==> src/rtl/core/wbps_pkg.sv <==
// Shared types and constants for the wildcard byte pattern scanner.
// Used by every module under rtl/core; depends on nothing.
package wbps_pkg;

	localparam int MAX_PATTERN_BYTES_DEF = 16;
	localparam int OFFSET_WIDTH_DEF      = 32;

	// Signature bytes that the pattern registers can hold; later positions are wildcards.
	localparam int SIG_BYTES   = 16;
	localparam int CFG_DATA_W  = 64;
	localparam int CFG_INDEX_W = 3;
	localparam int MATCH_OFS_W = 32;
	localparam int PLEN_W      = 5;

	typedef enum logic [CFG_INDEX_W-1:0] {
		REG_PATTERN_LOW  = 3'd0,
		REG_PATTERN_HIGH = 3'd1,
		REG_CARE_MASK    = 3'd2,
		REG_PATTERN_LEN  = 3'd3
	} cfg_index_t;

	typedef struct packed {
		logic [7:0] data_byte;
		logic       last_of_region;
	} in_item_t;

	typedef struct packed {
		logic                   hit;
		logic [MATCH_OFS_W-1:0] match_offset;
	} out_item_t;

	// Per-cell view of the signature, aligned to the cell's window position.
	typedef struct packed {
		logic [7:0] sig_byte;
		logic       care;
		logic       at_len_end;
	} cell_cfg_t;

	typedef struct packed {
		logic ok;
		logic tail_valid;
	} cell_stat_t;

endpackage

==> src/rtl/core/wbps_cell.sv <==
// One window cell: holds a byte and its valid bit, shifts them to the next cell.
// Depends on wbps_pkg.
module wbps_cell (
	input  logic                   clk,
	input  logic                   arst_n,
	input  logic                   shift,
	input  logic [7:0]             byte_in,
	input  logic                   valid_in,
	input  wbps_pkg::cell_cfg_t    cfg,
	output logic [7:0]             byte_out,
	output logic                   valid_out,
	output wbps_pkg::cell_stat_t   stat
);

	logic [7:0] byte_q;
	logic       valid_q;

	always_ff @(posedge clk or negedge arst_n) begin
		if (!arst_n) begin
			valid_q <= 1'b0;
		end else if (shift) begin
			valid_q <= valid_in;
		end
	end

	always_ff @(posedge clk) begin
		if (shift) begin
			byte_q <= byte_in;
		end
	end

	assign byte_out        = byte_q;
	assign valid_out       = valid_q;
	// A wildcard or unused position always passes.
	assign stat.ok         = !cfg.care || (byte_q == cfg.sig_byte);
	assign stat.tail_valid = cfg.at_len_end && valid_q;

endmodule

==> src/rtl/core/wbps_align.sv <==
// Aligns the signature registers to window positions for the effective length.
// Depends on wbps_pkg.
module wbps_align #(
	parameter int MAX_PATTERN_BYTES = wbps_pkg::MAX_PATTERN_BYTES_DEF
) (
	input  logic [wbps_pkg::CFG_DATA_W-1:0] pattern_low,
	input  logic [wbps_pkg::CFG_DATA_W-1:0] pattern_high,
	input  logic [wbps_pkg::SIG_BYTES-1:0]  care_mask,
	input  logic [wbps_pkg::PLEN_W-1:0]     pattern_length,
	output logic [wbps_pkg::PLEN_W-1:0]     len_m1,
	output wbps_pkg::cell_cfg_t             cell_cfg [MAX_PATTERN_BYTES]
);

	logic [8*wbps_pkg::SIG_BYTES-1:0] sig_all;
	logic [wbps_pkg::PLEN_W-1:0]      eff_len;

	assign sig_all = {pattern_high, pattern_low};

	// Clamp the length to 1..MAX_PATTERN_BYTES.
	always_comb begin
		if (pattern_length == '0) begin
			eff_len = wbps_pkg::PLEN_W'(1);
		end else if ({2'b00, pattern_length} > 7'(MAX_PATTERN_BYTES)) begin
			eff_len = wbps_pkg::PLEN_W'(MAX_PATTERN_BYTES);
		end else begin
			eff_len = pattern_length;
		end
		len_m1 = eff_len - wbps_pkg::PLEN_W'(1);
	end

	// Window position j (0 newest) meets signature byte len-1-j.
	always_comb begin
		logic [6:0] kk;
		logic       in_use;
		for (int j = 0; j < MAX_PATTERN_BYTES; j++) begin
			kk                     = {2'b00, len_m1} - 7'(j);
			in_use                 = 7'(j) <= {2'b00, len_m1};
			cell_cfg[j].sig_byte   = sig_all[8*kk[3:0] +: 8];
			cell_cfg[j].care       = in_use && (kk < 7'(wbps_pkg::SIG_BYTES))
			                         && care_mask[kk[3:0]];
			cell_cfg[j].at_len_end = in_use && (kk == 7'd0);
		end
	end

endmodule

==> src/rtl/core/wildcard_byte_pattern_scan.sv <==
// Wildcard byte signature scanner: top level.
// A byte is accepted into the window and stage 1, evaluated there, then its result is registered.
// Throughput: one byte per cycle while in_ready is high; the window cells shift on each accepted byte.
// While a result item is stalled, bytes that cause no result keep flowing; a byte that
// would cause one waits in the evaluation stage and in_ready drops until the sink takes it.
// Reset (arst_n low) clears the window valid bits, offset counter, match flag,
// pipeline valids, and returns the registers to their defaults (length 1).
module wildcard_byte_pattern_scan #(
	parameter int MAX_PATTERN_BYTES = wbps_pkg::MAX_PATTERN_BYTES_DEF,
	parameter int OFFSET_WIDTH      = wbps_pkg::OFFSET_WIDTH_DEF
) (
	input  logic                               clk,
	input  logic                               arst_n,
	// byte stream
	input  logic                               in_valid,
	output logic                               in_ready,
	input  wbps_pkg::in_item_t                 in_item,
	// result stream
	output logic                               out_valid,
	input  logic                               out_ready,
	output wbps_pkg::out_item_t                out_item,
	// register writes
	input  logic                               cfg_valid,
	output logic                               cfg_ready,
	input  logic [wbps_pkg::CFG_INDEX_W-1:0]   cfg_index,
	input  logic [wbps_pkg::CFG_DATA_W-1:0]    cfg_data
);

	// Configuration registers
	logic [wbps_pkg::CFG_DATA_W-1:0] pat_lo_q;
	logic [wbps_pkg::CFG_DATA_W-1:0] pat_hi_q;
	logic [wbps_pkg::SIG_BYTES-1:0]  care_q;
	logic [wbps_pkg::PLEN_W-1:0]     plen_q;

	// Stage 1: the byte just shifted into the window, awaiting evaluation
	logic                    valid_s1;
	logic                    last_s1;
	logic [OFFSET_WIDTH-1:0] offset_s1;

	logic [OFFSET_WIDTH-1:0] count_q;
	logic                    matched_q;
	logic                    out_valid_q;
	wbps_pkg::out_item_t     out_item_q;

	logic                    accept;
	logic                    eval_go;
	logic                    emit;
	logic                    match;
	logic [OFFSET_WIDTH-1:0] this_ofs;
	logic [OFFSET_WIDTH-1:0] start_ofs;
	logic [OFFSET_WIDTH+wbps_pkg::MATCH_OFS_W-1:0] start_ext;
	logic [wbps_pkg::PLEN_W-1:0] len_m1;

	logic [7:0]                   win_byte  [MAX_PATTERN_BYTES];
	logic [MAX_PATTERN_BYTES-1:0] win_valid;
	wbps_pkg::cell_cfg_t          ccfg      [MAX_PATTERN_BYTES];
	wbps_pkg::cell_stat_t         cstat     [MAX_PATTERN_BYTES];

	// Register writes are always taken; unknown indexes are dropped.
	assign cfg_ready = 1'b1;

	always_ff @(posedge clk or negedge arst_n) begin
		if (!arst_n) begin
			pat_lo_q <= '0;
			pat_hi_q <= '0;
			care_q   <= '0;
			plen_q   <= wbps_pkg::PLEN_W'(1);
		end else if (cfg_valid) begin
			unique case (cfg_index)
				wbps_pkg::REG_PATTERN_LOW:  pat_lo_q <= cfg_data;
				wbps_pkg::REG_PATTERN_HIGH: pat_hi_q <= cfg_data;
				wbps_pkg::REG_CARE_MASK:    care_q   <= cfg_data[wbps_pkg::SIG_BYTES-1:0];
				wbps_pkg::REG_PATTERN_LEN:  plen_q   <= cfg_data[wbps_pkg::PLEN_W-1:0];
				default: ;
			endcase
		end
	end

	wbps_align #(
		.MAX_PATTERN_BYTES(MAX_PATTERN_BYTES)
	) u_align (
		.pattern_low   (pat_lo_q),
		.pattern_high  (pat_hi_q),
		.care_mask     (care_q),
		.pattern_length(plen_q),
		.len_m1        (len_m1),
		.cell_cfg      (ccfg)
	);

	// Window chain: cell 0 takes the new byte, each cell hands its byte onward.
	// The first byte after a region's last byte drops all older valid bits.
	for (genvar j = 0; j < MAX_PATTERN_BYTES; j++) begin : g_cell
		logic [7:0] byte_in;
		logic       valid_in;
		if (j == 0) begin : g_head
			assign byte_in  = in_item.data_byte;
			assign valid_in = 1'b1;
		end else begin : g_body
			assign byte_in  = win_byte[j-1];
			assign valid_in = win_valid[j-1] && !last_s1;
		end
		wbps_cell u_cell (
			.clk      (clk),
			.arst_n   (arst_n),
			.shift    (accept),
			.byte_in  (byte_in),
			.valid_in (valid_in),
			.cfg      (ccfg[j]),
			.byte_out (win_byte[j]),
			.valid_out(win_valid[j]),
			.stat     (cstat[j])
		);
	end

	// Full match: every cell passes and the window is filled up to the length.
	always_comb begin
		logic all_ok;
		logic filled;
		all_ok = 1'b1;
		filled = 1'b0;
		for (int j = 0; j < MAX_PATTERN_BYTES; j++) begin
			all_ok = all_ok & cstat[j].ok;
			filled = filled | cstat[j].tail_valid;
		end
		match = all_ok && filled;
	end

	// One result per region: the first match, else "not found" on the last byte.
	assign emit     = valid_s1 && !matched_q && (match || last_s1);
	assign eval_go  = valid_s1 && (!emit || !out_valid_q || out_ready);
	assign in_ready = !valid_s1 || eval_go;
	assign accept   = in_valid && in_ready;

	// Offset restarts at zero with the first byte of a new region.
	assign this_ofs  = last_s1 ? '0 : count_q;
	assign start_ofs = offset_s1 - {{(OFFSET_WIDTH-wbps_pkg::PLEN_W){1'b0}}, len_m1};
	assign start_ext = {{wbps_pkg::MATCH_OFS_W{1'b0}}, start_ofs};

	always_ff @(posedge clk or negedge arst_n) begin
		if (!arst_n) begin
			valid_s1    <= 1'b0;
			last_s1     <= 1'b0;
			count_q     <= '0;
			matched_q   <= 1'b0;
			out_valid_q <= 1'b0;
		end else begin
			// Advance the byte stage.
			if (accept) begin
				valid_s1 <= 1'b1;
				last_s1  <= in_item.last_of_region;
				count_q  <= this_ofs + OFFSET_WIDTH'(1);
			end else if (eval_go) begin
				valid_s1 <= 1'b0;
			end
			// Hold the match flag until the region ends.
			if (eval_go) begin
				matched_q <= last_s1 ? 1'b0 : (matched_q || match);
			end
			if (eval_go && emit) begin
				out_valid_q <= 1'b1;
			end else if (out_ready) begin
				out_valid_q <= 1'b0;
			end
		end
	end

	always_ff @(posedge clk) begin
		if (accept) begin
			offset_s1 <= this_ofs;
		end
		if (eval_go && emit) begin
			out_item_q.hit          <= match;
			out_item_q.match_offset <= match ? start_ext[wbps_pkg::MATCH_OFS_W-1:0] : '0;
		end
	end

	assign out_valid = out_valid_q;
	assign out_item  = out_item_q;

endmodule

==> config.mk <==
export PLATFORM = sky130hd
export DESIGN_NAME = wildcard_byte_pattern_scan
export DESIGN_NICKNAME = d
export VERILOG_FILES = /design/src/rtl/core/wbps_pkg.sv /design/src/rtl/core/wbps_cell.sv /design/src/rtl/core/wbps_align.sv /design/src/rtl/core/wildcard_byte_pattern_scan.sv
export SDC_FILE = /design/constraint.sdc
export NUM_CORES = 1
export LEC_CHECK = 0
export BUFFER_PORTS_ARGS = -buffer_cell sky130_fd_sc_hd__buf_2
export CORE_UTILIZATION = 40
export DETAILED_ROUTE_END_ITERATION = 6
export SYNTH_ARGS = -nofsm -noshare
export SYNTH_HDL_FRONTEND = slang
export SYNTH_SLANG_ARGS = --single-unit
==> constraint.sdc <==
create_clock -name clk -period 9 [get_ports clk]
set_input_delay 0.9 -clock clk [delete_from_list [all_inputs] [get_ports clk]]
set_output_delay 0.9 -clock clk [all_outputs]
set_load 0.01 [all_outputs]
## After elaboration in Yosys (flattened, before gate mapping)

Cells that the tools add are included.

| word-level totals | value |
|---|---|
| flip-flop bits (word level) | 394 |
| bits of input ports | 81 |
| output and inout bits | 36 |
| logic and storage cells | 364 |

| cells by class | value |
|---|---|
| $add $sub $neg | 18 |
| $lt $le $gt $ge | 48 |
| eq/ne operators | 19 |
| shift operators | 16 |
| mux-type cells | 40 |
| bitwise gates (word level) | 30 |
| reductions and logical operators | 149 |

Operator list:

| kind | number |
|---|---|
| $shiftx A128 B8 Y8 | 16 |
| $eq A8 B8 Y1 | 16 |
| $logic_not A7 Y1 | 16 |
| $lt A7 B5 Y1 const B | 15 |
| $logic_and A1 B1 Y1 | 83 |
| $lt A4 B5 Y1 const B | 16 |
| $bmux W1 S4 | 16 |
| $sub A5 B4 Y6 const B | 8 |
| $le A4 B5 Y1 const A | 8 |
| $add A32 B1 Y32 const B | 1 |
| $mux W32 | 1 |
| $sub A32 B5 Y32 | 1 |
| $sub A5 B3 Y6 const B | 4 |
| $logic_not A1 Y1 | 21 |
| $logic_or A1 B1 Y1 | 21 |
| $mux W1 | 21 |
| $le A3 B5 Y1 const A | 4 |
| $and A1 B1 Y1 | 15 |
| $or A1 B1 Y1 | 15 |
| $sub A5 B2 Y6 const B | 2 |
| $le A2 B5 Y1 const A | 2 |
| $mux W5 | 2 |
| $reduce_and A2 Y1 | 4 |
| $eq A3 B2 Y1 const B | 2 |
| other kinds (9) | 10 |

## Depth between registers and ports, before layout

Gate-level depths: netlist of run 1.

| logic depth | value |
|---|---|
| depth after elaboration | 35 |
| mapped depth | 31 |
| depth with buffers taken out | 21 |

## By module

A second synthesis of run 1 with hierarchy kept.

| second synthesis, totals | value |
|---|---|
| cell total of the unflattened synthesis | 2372 |
| area, all modules | 24773.8 µm² |

By module, submodules not included:

| module | instances | cells an instance | area an instance (µm²) | sequential area each (µm²) |
|---|---|---|---|---|
| wildcard_byte_pattern_scan | 1 | 862 | 11071.9 | 6582.6 |
| wbps_align | 1 | 1158 | 7776.2 | 0.0 |
| wbps_cell | 16 | 22 | 370.4 | 265.3 |

## Worst setup path after synthesis of run 1

OpenSTA, ideal clock, no wires.

| timing | value |
|---|---|
| path kind | reg2reg |
| start point | reg plen_q[4] in the netlist's numbering |
| end point | reg out_item_q (netlist bit out_item[0]) (enable) |
| arrival | 6818 ps |
| path slack | 1788 ps |
| stages on the path, launching flop included | 24 |
| buffers on the path | 9 |
| clock period less this slack | 7212 ps |
| cell sequence | dfrtp_1 > buf_2 > nand2b_1 > clkbuf_1 > buf_1 > clkbuf_1 > ha_1 > xnor2_2 > clkbuf_1 > buf_1 > clkbuf_1 > ha_1 > clkbuf_1 > clkbuf_1 > mux2i_1 > mux2i_1 > xor2_1 > nor4_1 > a41o_1 > o2111ai_1 > nor4_4 > nand2_1 > nand2_1 > and3_1 |

| between the ends | value |
|---|---|
| longest elaborated chain between the ends | 33 |
| elaborated cells on any way between the ends | 263 |

Ends and longest elaborated chain:

| item | line | source |
|---|---|---|
| start: declaration | wildcard_byte_pattern_scan.sv:33 | `logic [wbps_pkg::PLEN_W-1:0] plen_q;` |
| start signal: assignment | wildcard_byte_pattern_scan.sv:67 | `plen_q <= wbps_pkg::PLEN_W'(1);` |
| start signal: assignment | wildcard_byte_pattern_scan.sv:73 | `wbps_pkg::REG_PATTERN_LEN: plen_q <= cfg_data[wbps_pkg::PLEN_W-1:0];` |
| $gt A5 B5 Y1 | wbps_align.sv:23 | `end else if ({2'b00, pattern_length} > 7'(MAX_PATTERN_BYTES)) begin` |
| $mux W5 | wbps_align.sv:23 |  |
| $mux W5 (*) | wbps_align.sv:21 | `if (pattern_length == '0) begin` |
| $sub A5 B1 Y5 (*) | wbps_align.sv:28 | `len_m1 = eff_len - wbps_pkg::PLEN_W'(1);` |
| branches (longest 21 deep; another with $sub A5 B1 Y6) | n/a |  |
| $logic_and A1 B1 Y1 (*) | wildcard_byte_pattern_scan.sv:125 | `match = all_ok && filled;` |
| $logic_or A1 B1 Y1 (*) | wildcard_byte_pattern_scan.sv:129 | `assign emit = valid_s1 && !matched_q && (match \|\| last_s1);` |
| $logic_and A1 B1 Y1 (*) | wildcard_byte_pattern_scan.sv:129 |  |
| $logic_not A1 Y1 | wildcard_byte_pattern_scan.sv:130 | `assign eval_go = valid_s1 && (!emit \|\| !out_valid_q \|\| out_ready);` |
| $logic_or A1 B1 Y1 (2 in series) | wildcard_byte_pattern_scan.sv:130 |  |
| $logic_and A1 B1 Y1 | wildcard_byte_pattern_scan.sv:130 |  |
| $logic_and A1 B1 Y1 (*) | wildcard_byte_pattern_scan.sv:171 | `if (eval_go && emit) begin` |
| end: declaration | wildcard_byte_pattern_scan.sv:43 | `wbps_pkg::out_item_t out_item_q;` |

Mark *: on every way between the ends. The select of a mux whose other input is x is not followed.
A chain may end at the register's enable or synchronous reset.

## Worst setup path in the final report of run 1

| timing | value |
|---|---|
| start point | reg plen_q[4] in the netlist's numbering |
| end point | out in_ready |

| between the ends | value |
|---|---|
| longest elaborated chain between the ends | 33 |
| elaborated cells on any way between the ends | 263 |

Ends and longest elaborated chain:

| item | line | source |
|---|---|---|
| $gt A5 B5 Y1 | wbps_align.sv:23 |  |
| $mux W5 | wbps_align.sv:23 |  |
| $mux W5 (*) | wbps_align.sv:21 |  |
| $sub A5 B1 Y5 (*) | wbps_align.sv:28 |  |
| branches (longest 21 deep; another with $sub A5 B1 Y6) | n/a |  |
| $logic_and A1 B1 Y1 (*) | wildcard_byte_pattern_scan.sv:125 |  |
| $logic_or A1 B1 Y1 (*) | wildcard_byte_pattern_scan.sv:129 |  |
| $logic_and A1 B1 Y1 (*) | wildcard_byte_pattern_scan.sv:129 |  |
| $logic_not A1 Y1 (*) | wildcard_byte_pattern_scan.sv:130 |  |
| $logic_or A1 B1 Y1 (*) (2 in series) | wildcard_byte_pattern_scan.sv:130 |  |
| $logic_and A1 B1 Y1 (*) | wildcard_byte_pattern_scan.sv:130 |  |
| $logic_or A1 B1 Y1 (*) | wildcard_byte_pattern_scan.sv:131 | `assign in_ready = !valid_s1 \|\| eval_go;` |
| end: declaration | wildcard_byte_pattern_scan.sv:16 | `output logic in_ready,` |

Marks and branches as above.

==> flow_metrics.py, run 1 <==
metrics = {
    "final_layout": {
        "syn_to_final_growth_pct": 11.7,
        "fin_util_pct": 45.4,
        "final_area_mm2": 0.0275,
        "fin_nets": 2286,
        "n_fill_cell": 5642,
        "fin_cells": 3005,
        "multi_input_area_mm2": 0.0131,
        "num_antenna_cells": 0,
        "layout.area.seq_mm2": 0.0108,
        "drive_gt1_share_pct": 23.4,
    },
    "route": {
        "remaining_drc_errors": 0,
        "drt-initial-drc-count": 2343,
        "first_pass_iters": 6,
        "avgViaCountPerCell": 6.36,
        "drtAntennaViolNets": 0,
        "wl_per_cell_um": 28.0,
        "vias": 19118,
        "routed_wl_um": 84200,
    },
    "synth": {
        "syn_nets": 2230,
        "syn_inst": 2130,
        "synth_flop_cell": "dfrtp_1",
        "async_reset_ff_share_pct": 51.0,
        "synth-seq-cells": 394,
        "synth_edf_count": 193,
        "muxShareOfSynthArea_pct": 23.5,
        "ys_types": 84,
        "yosys_warnings": 0,
        "avgSynthCellArea_um2": 11.6,
        "synth_top_family_by_area": "multiplexers",
        "yosys.area_share.simple_pct": 10.3,
        "netlist_area_mm2": 0.0246,
        "synth_xor_area_share_pct": 5.81,
        "synth_fa_ha_area_share_pct": 1.08,
        "yosysSeqAreaShare_pct": 44.0,
        "synth_compound_area_share_pct": 12.1,
    },
    "worst_setup_path": {
        "cp-end-kind": "output pin",
        "crit_fanout": 36,
        "required_ns": 8.10,
        "cp-start-kind": "flip-flop",
        "path_class": "flip-flop to output pin",
        "slowest_delay_ns": 1.23,
        "slowest_stage": "ha_1",
        "cp.arrival_ns": 7.34,
        "cp_top_family": "simple AND/OR/NAND/NOR gates",
        "cpMostUsedCell": "nand2_1",
        "path_cells": "nor4_4 -> or2_4 -> ha_2 -> clkinv_1 -> ha_1 -> mux2i_1 -> mux2i_1 -> xor2_1 -> nor4_1 -> a41o_1 -> o2111ai_1 -> nor4_4 -> nand2_1 -> buf_4 -> nand2_1 -> nand2_1 -> buf_2",
        "worst-path-buf-inv": 3,
    },
    "floorplan": {
        "ios": 117,
        "core_mm2": 0.0606,
        "rows": 90,
        "fp.dieArea_mm2": 0.0625,
        "die_width_um": 250,
        "start_util_pct": 40.6,
        "die_h_um": 250,
    },
    "clock_network": {
        "cts.htree.levels": 2,
        "cts_root_buf": "clkbuf_16",
        "cts_tree": "built",
        "clk_latency_ns": 0.62,
        "clockBufferDepth": 3,
        "ctsHoldBuffers": 0,
        "path_clk_slew_ns": 0.07,
        "cts_sinks": 394,
        "numCtsBuffers": 47,
    },
    "sta": {
        "fin_ws_ns": 0.765,
        "fmaxAchievable_ghz": 0.121,
        "rsz0062_at_grt": "false",
        "maxSlewHeadroom_pct": 21.9,
        "fin_worst_skew_ns": 0.0435,
        "finalHoldViolCount": 0,
        "final.period_utilization_pct": 91.5,
        "worstMarginPinSlew_ns": 1.17,
        "slew_viol_final": 0,
        "setup_viol": 0,
        "timing.hold.ws_ns": 0.403,
        "setup-tns-final_ns": 0,
        "finalCriticalPeriod_ns": 8.24,
    },
    "placement": {
        "hpwl_um": 63100,
        "place_area_mm2": 0.0259,
        "port_buffers": 115,
        "gp_congestion": 1.02,
        "dp.cells": 2918,
        "dp_slack_ns": 0.869,
    },
    "pwr": {
        "internal_power_mw": 5.38,
        "switchingPower_mw": 4.51,
        "power.density_mw_per_mm2": 360,
        "pwr-share-clk_pct": 19.4,
        "p_total_mw": 9.88,
        "ir_drop_v": 0.000166,
        "p_seq_share_pct": 26.0,
        "p_leak_nw": 10.5,
        "combPwrFrac_pct": 54.6,
        "p_sw_share_pct": 45.6,
    },
    "outcome": {
        "status": "completed",
    },
    "min_path": {
        "hold_path.class": "input pin to asynchronous set/reset pin",
    },
    "global_route": {
        "grt_usage_pct": 26.6,
        "grt_first_pass_wirelength_um": 123000,
        "antenna_found_initial": 0,
        "grt_pass1_vias": 18014,
        "grt_max_degree": 134,
        "overflow": 0,
    },
    "job": {
        "drv_cap": 0,
    },
}
final timing paths:
kind	from	to	slack [ns]	depth (start not counted)
min in group clk	g_cell[7].u_cell.byte_out[4]$_DFFE_PP_	g_cell[8].u_cell.byte_out[4]$_DFFE_PP_	0.45	0
hold reg to reg	g_cell[7].u_cell.byte_out[4]$_DFFE_PP_	g_cell[8].u_cell.byte_out[4]$_DFFE_PP_	0.45	0
setup / recovery	plen_q[4]$_DFFE_PN0P_	in_ready	0.76	17
hold / removal	arst_n	pat_lo_q[52]$_DFFE_PN0P_	0.40	1
setup reg to reg	plen_q[4]$_DFFE_PN0P_	g_cell[14].u_cell.byte_out[4]$_DFFE_PP_	1.05	16
max in group asynchronous	arst_n	count_q[27]$_DFFE_PN0P_	6.65	3
power by group through the flow:
stage          logic (mW)  registers [mW]  clock network, mW
2_1_floorplan        3.65            2.44                  0
3_3_place_gp         5.24            2.56                  0
3_5_place_dp         5.27            2.58                  0
4_1_cts              5.28            2.55               1.96
5_1_grt              5.67            2.60               2.03
6_report             5.40            2.57               1.92
synthesized netlist by cell type (22+ instances only):
| cell | n | area (um^2) |
|---|---|---|
| xor2_1 | 63 | 552 |
| nor2b_1 | 55 | 344 |
| mux4_2 | 94 | 2120 |
| nand2b_1 | 24 | 150 |
| buf_1 | 22 | 82.6 |
| mux2i_1 | 213 | 2130 |
| nand2_1 | 147 | 552 |
| o221ai_1 | 45 | 394 |
| o21ai_0 | 94 | 470 |
| a22oi_1 | 27 | 203 |
| a21oi_1 | 43 | 215 |
| edfxtp_1 | 193 | 5800 |
| nand3_1 | 31 | 155 |
| inv_1 | 38 | 143 |
| clkbuf_1 | 91 | 342 |
| nor3_1 | 28 | 140 |
| mux2_2 | 136 | 1530 |
| nor2_1 | 97 | 364 |
| o211ai_1 | 23 | 173 |
| xnor2_1 | 93 | 815 |
| o22ai_1 | 45 | 282 |
| nand4_1 | 22 | 138 |
| dfrtp_1 | 200 | 5000 |
| o2111ai_1 | 28 | 245 |
state kept, by name, indices dropped and copies added (netlist names), 5 cells and up:
name,flops
pat_hi_q,64
offset_s1,32
g_cell.u_cell.valid_out,16
g_cell.u_cell.byte_out,128
out_item,33
pat_lo_q,64
care_q,16
count_q,32
plen_q,5
cells by family (layout without fill, tap and decap cells):
group / after synthesis / in the layout
XOR/XNOR: 160 / 160
other: 1 / 1
multiplexers: 444 / 444
AO/OA/AOI/OAI: 420 / 420
AND/OR/NAND/NOR: 500 / 501
buffers and inverters: 190 / 282
flip-flops: 394 / 394
adder cells (fa/ha/maj): 21 / 21
routing by layer:
layer / track usage, % / routed length (um) / vias up
met5: 0 / 0 / -
met4: 8.69 / 2910 / 0
met3: 5.07 / 7650 / 123
met2: 39.0 / 36200 / 972
met1: 39.4 / 37400 / 9732
li1: - / - / 8291
what timing repair did:
item | in CTS | in global routing
endpoints found under the setup margin | 0 | 1
resized for setup | 0 | 0
buffers inserted | 0 | 0
worst reg2reg max path, stage by stage (launching register included):
cell	delay, ns
dfrtp_1	0.56
nor4_4	0.38
or2_4	0.47
ha_2	0.61
clkinv_1	0.62
ha_1	1.23
mux2i_1	0.36
mux2i_1	0.14
xor2_1	0.19
nor4_1	0.51
a41o_1	0.28
o2111ai_1	0.19
nor4_4	0.44
nand3_2	0.28
nand2_2	0.32
inv_8	0.31
buf_4	0.57
final cells by class:
class                   instances  area share, %
inverters                      44          0.637
well taps                     782           3.56
clock buffers                  59           4.70
flip-flops and latches        394           39.4
clock inverters                27           1.05
multi-input cells            1547           47.5
repair buffers                152           3.18
cells in the final DEF, fill, tap and decap left out, drive strengths merged, types with 94 or more instances in the layout:
cell type  synthesis  routed
edfxtp           193     193
nor2              97      97
mux2i            213     213
xnor2             97      97
dfrtp            200     200
nand2            148     148
buf               54     151
mux4              94      94
mux2             137     137
o21ai             95      95
No activity file was read; power rests on OpenSTA's default activity.
==> run 2, diff against run 1 <==
--- a/config.mk
+++ b/config.mk
@@ -5,9 +5,9 @@
 export SDC_FILE = /design/constraint.sdc
 export NUM_CORES = 1
 export LEC_CHECK = 0
-export BUFFER_PORTS_ARGS = -buffer_cell sky130_fd_sc_hd__buf_2
 export CORE_UTILIZATION = 40
 export DETAILED_ROUTE_END_ITERATION = 6
+export DONT_BUFFER_PORTS = 1
 export SYNTH_ARGS = -nofsm -noshare
 export SYNTH_HDL_FRONTEND = slang
 export SYNTH_SLANG_ARGS = --single-unit
==> flow_metrics.py, run 2 (synthesis results as in run 1) <==
metrics = {
    "sta": {
        "worstMarginPinSlew_ns": 1.19,
        "slew_viol_final": 0,
        "finalHoldViolCount": 0,
        "maxSlewHeadroom_pct": 20.6,
        "timing.hold.ws_ns": 0.142,
        "setup_viol": 0,
        "rsz0062_at_grt": "false",
        "setup-tns-final_ns": 0,
        "fin_ws_ns": 0.952,
        "finalCriticalPeriod_ns": 8.05,
        "fmaxAchievable_ghz": 0.124,
        "fin_worst_skew_ns": 0.0406,
        "final.period_utilization_pct": 89.4,
    },
    "pwr": {
        "p_leak_nw": 10.1,
        "power.density_mw_per_mm2": 361,
        "p_total_mw": 9.71,
        "ir_drop_v": 0.000251,
    },
    "clock_network": {
        "cts_setup_buffers": 0,
        "cts_tree": "built",
        "cts_sinks": 394,
        "numCtsBuffers": 45,
        "path_clk_slew_ns": 0.07,
        "clockBufferDepth": 3,
        "cts_root_buf": "clkbuf_16",
        "ctsHoldBuffers": 4,
        "clk_latency_ns": 0.62,
        "cts.htree.levels": 2,
        "cts_resized": 0,
    },
    "global_route": {
        "overflow": 0,
        "grt_first_pass_wirelength_um": 120000,
        "grt_max_degree": 169,
        "grt_usage_pct": 26.1,
        "grt_pass1_vias": 17376,
        "antenna_found_initial": 2,
    },
    "worst_setup_path": {
        "r2r_end": "g_cell[7].u_cell.byte_out[5]$_DFFE_PP_",
        "required_ns": 8.10,
        "r2r_setup_slack_ns": 1.15,
        "cp-end-kind": "output pin",
        "startpoint": "plen_q[4]$_DFFE_PN0P_",
        "crit_fanout": 37,
        "cp.arrival_ns": 7.15,
        "rr_startpoint": "plen_q[4]$_DFFE_PN0P_",
        "r2r_cells": 18,
        "critical_path.endpoint": "in_ready",
        "path_class": "flip-flop to output pin",
        "cp-start-kind": "flip-flop",
    },
    "final_layout": {
        "final_area_mm2": 0.0269,
        "syn_to_final_growth_pct": 9.30,
        "mostFrequentLayoutCells": "mux2i_1, dfrtp_1, edfxtp_1, nand2_1, mux2_2",
        "fin_util_pct": 44.4,
        "fin_nets": 2174,
        "final_common_cell": "mux2i_1",
        "fin_cells": 2898,
        "drive_gt1_share_pct": 19.1,
        "largest_register_ffs": 128,
    },
    "floorplan": {
        "die_width_um": 250,
        "start_util_pct": 40.6,
        "core_mm2": 0.0606,
        "fp.dieArea_mm2": 0.0625,
        "rows": 90,
        "die_h_um": 250,
        "ios": 117,
    },
    "placement": {
        "gp_congestion": 0.974,
        "dp.cells": 2805,
        "dp_slack_ns": 1.46,
        "port_buffers": 0,
        "place_area_mm2": 0.0253,
        "hpwl_um": 60500,
    },
    "route": {
        "avgViaCountPerCell": 6.43,
        "drtAntennaViolNets": 0,
        "remaining_drc_errors": 0,
        "first_pass_iters": 5,
        "wl_per_cell_um": 28.6,
        "routed_wl_um": 83000,
        "vias": 18645,
        "drt-initial-drc-count": 2066,
    },
    "outcome": {
        "status": "completed",
    },
    "job": {
        "drv_cap": 0,
    },
    "min_path": {
        "hold_path.class": "input pin to asynchronous set/reset pin",
    },
}
run 2: area by class of cell:
cell class                      count  area (um^2)
Inverter                           44          175
Timing Repair Buffer               43          370
Clock buffer                       55         1220
Antenna cell                        6         15.0
Clock inverter                     28          275
Sequential cell                   394        10800
Tap cell                          782          978
Fill cell                        5571        33700
Multi-Input combinational cell   1546        13000
run 2: where the power goes:
part	leakage [nW]	switching, mW	internal, mW
sequential	4.36	0.367	2.20
combinational	4.99	3.21	2.07
clock	0.727	0.805	1.06
total	10.1	4.38	5.33
run 2: routing by layer:
metal | track usage, % | up-vias | wire (um)
met2 | 39.6 | 989 | 37100
met4 | 8.36 | 0 | 2450
met5 | 0 | - | 0
met1 | 37.6 | 9495 | 35900
li1 | - | 8061 | -
met3 | 4.71 | 100 | 7500
run 2: worst max-delay path: stages, from the launching register on:
cell	delay [ns]
dfrtp_1	0.58
nor4_4	0.36
or2_4	0.56
ha_2	0.30
buf_4	0.43
clkinv_1	0.18
ha_1	0.24
a211oi_4	0.58
xnor2_2	0.37
nor3b_1	0.22
a2111oi_1	0.59
nand4_1	0.27
o41ai_1	0.44
o2111ai_1	0.27
nor4_4	0.43
nand2_1	0.09
buf_4	0.25
nand2_1	0.17
nand2_1	0.18
run 2: worst min path at each step:
stage	endpoint	slack, ns	depth (start not counted)
global route	plen_q[0]$_DFFE_PN1P_	0.14	0
floorplan	g_cell[2].u_cell.byte_out[2]$_DFFE_PP_	0.43	0
global placement	g_cell[2].u_cell.byte_out[2]$_DFFE_PP_	0.44	0
finish	plen_q[2]$_DFFE_PN0P_	0.14	1
detailed placement	g_cell[2].u_cell.byte_out[2]$_DFFE_PP_	0.45	0
CTS	pat_hi_q[1]$_DFFE_PN0P_	0.13	1
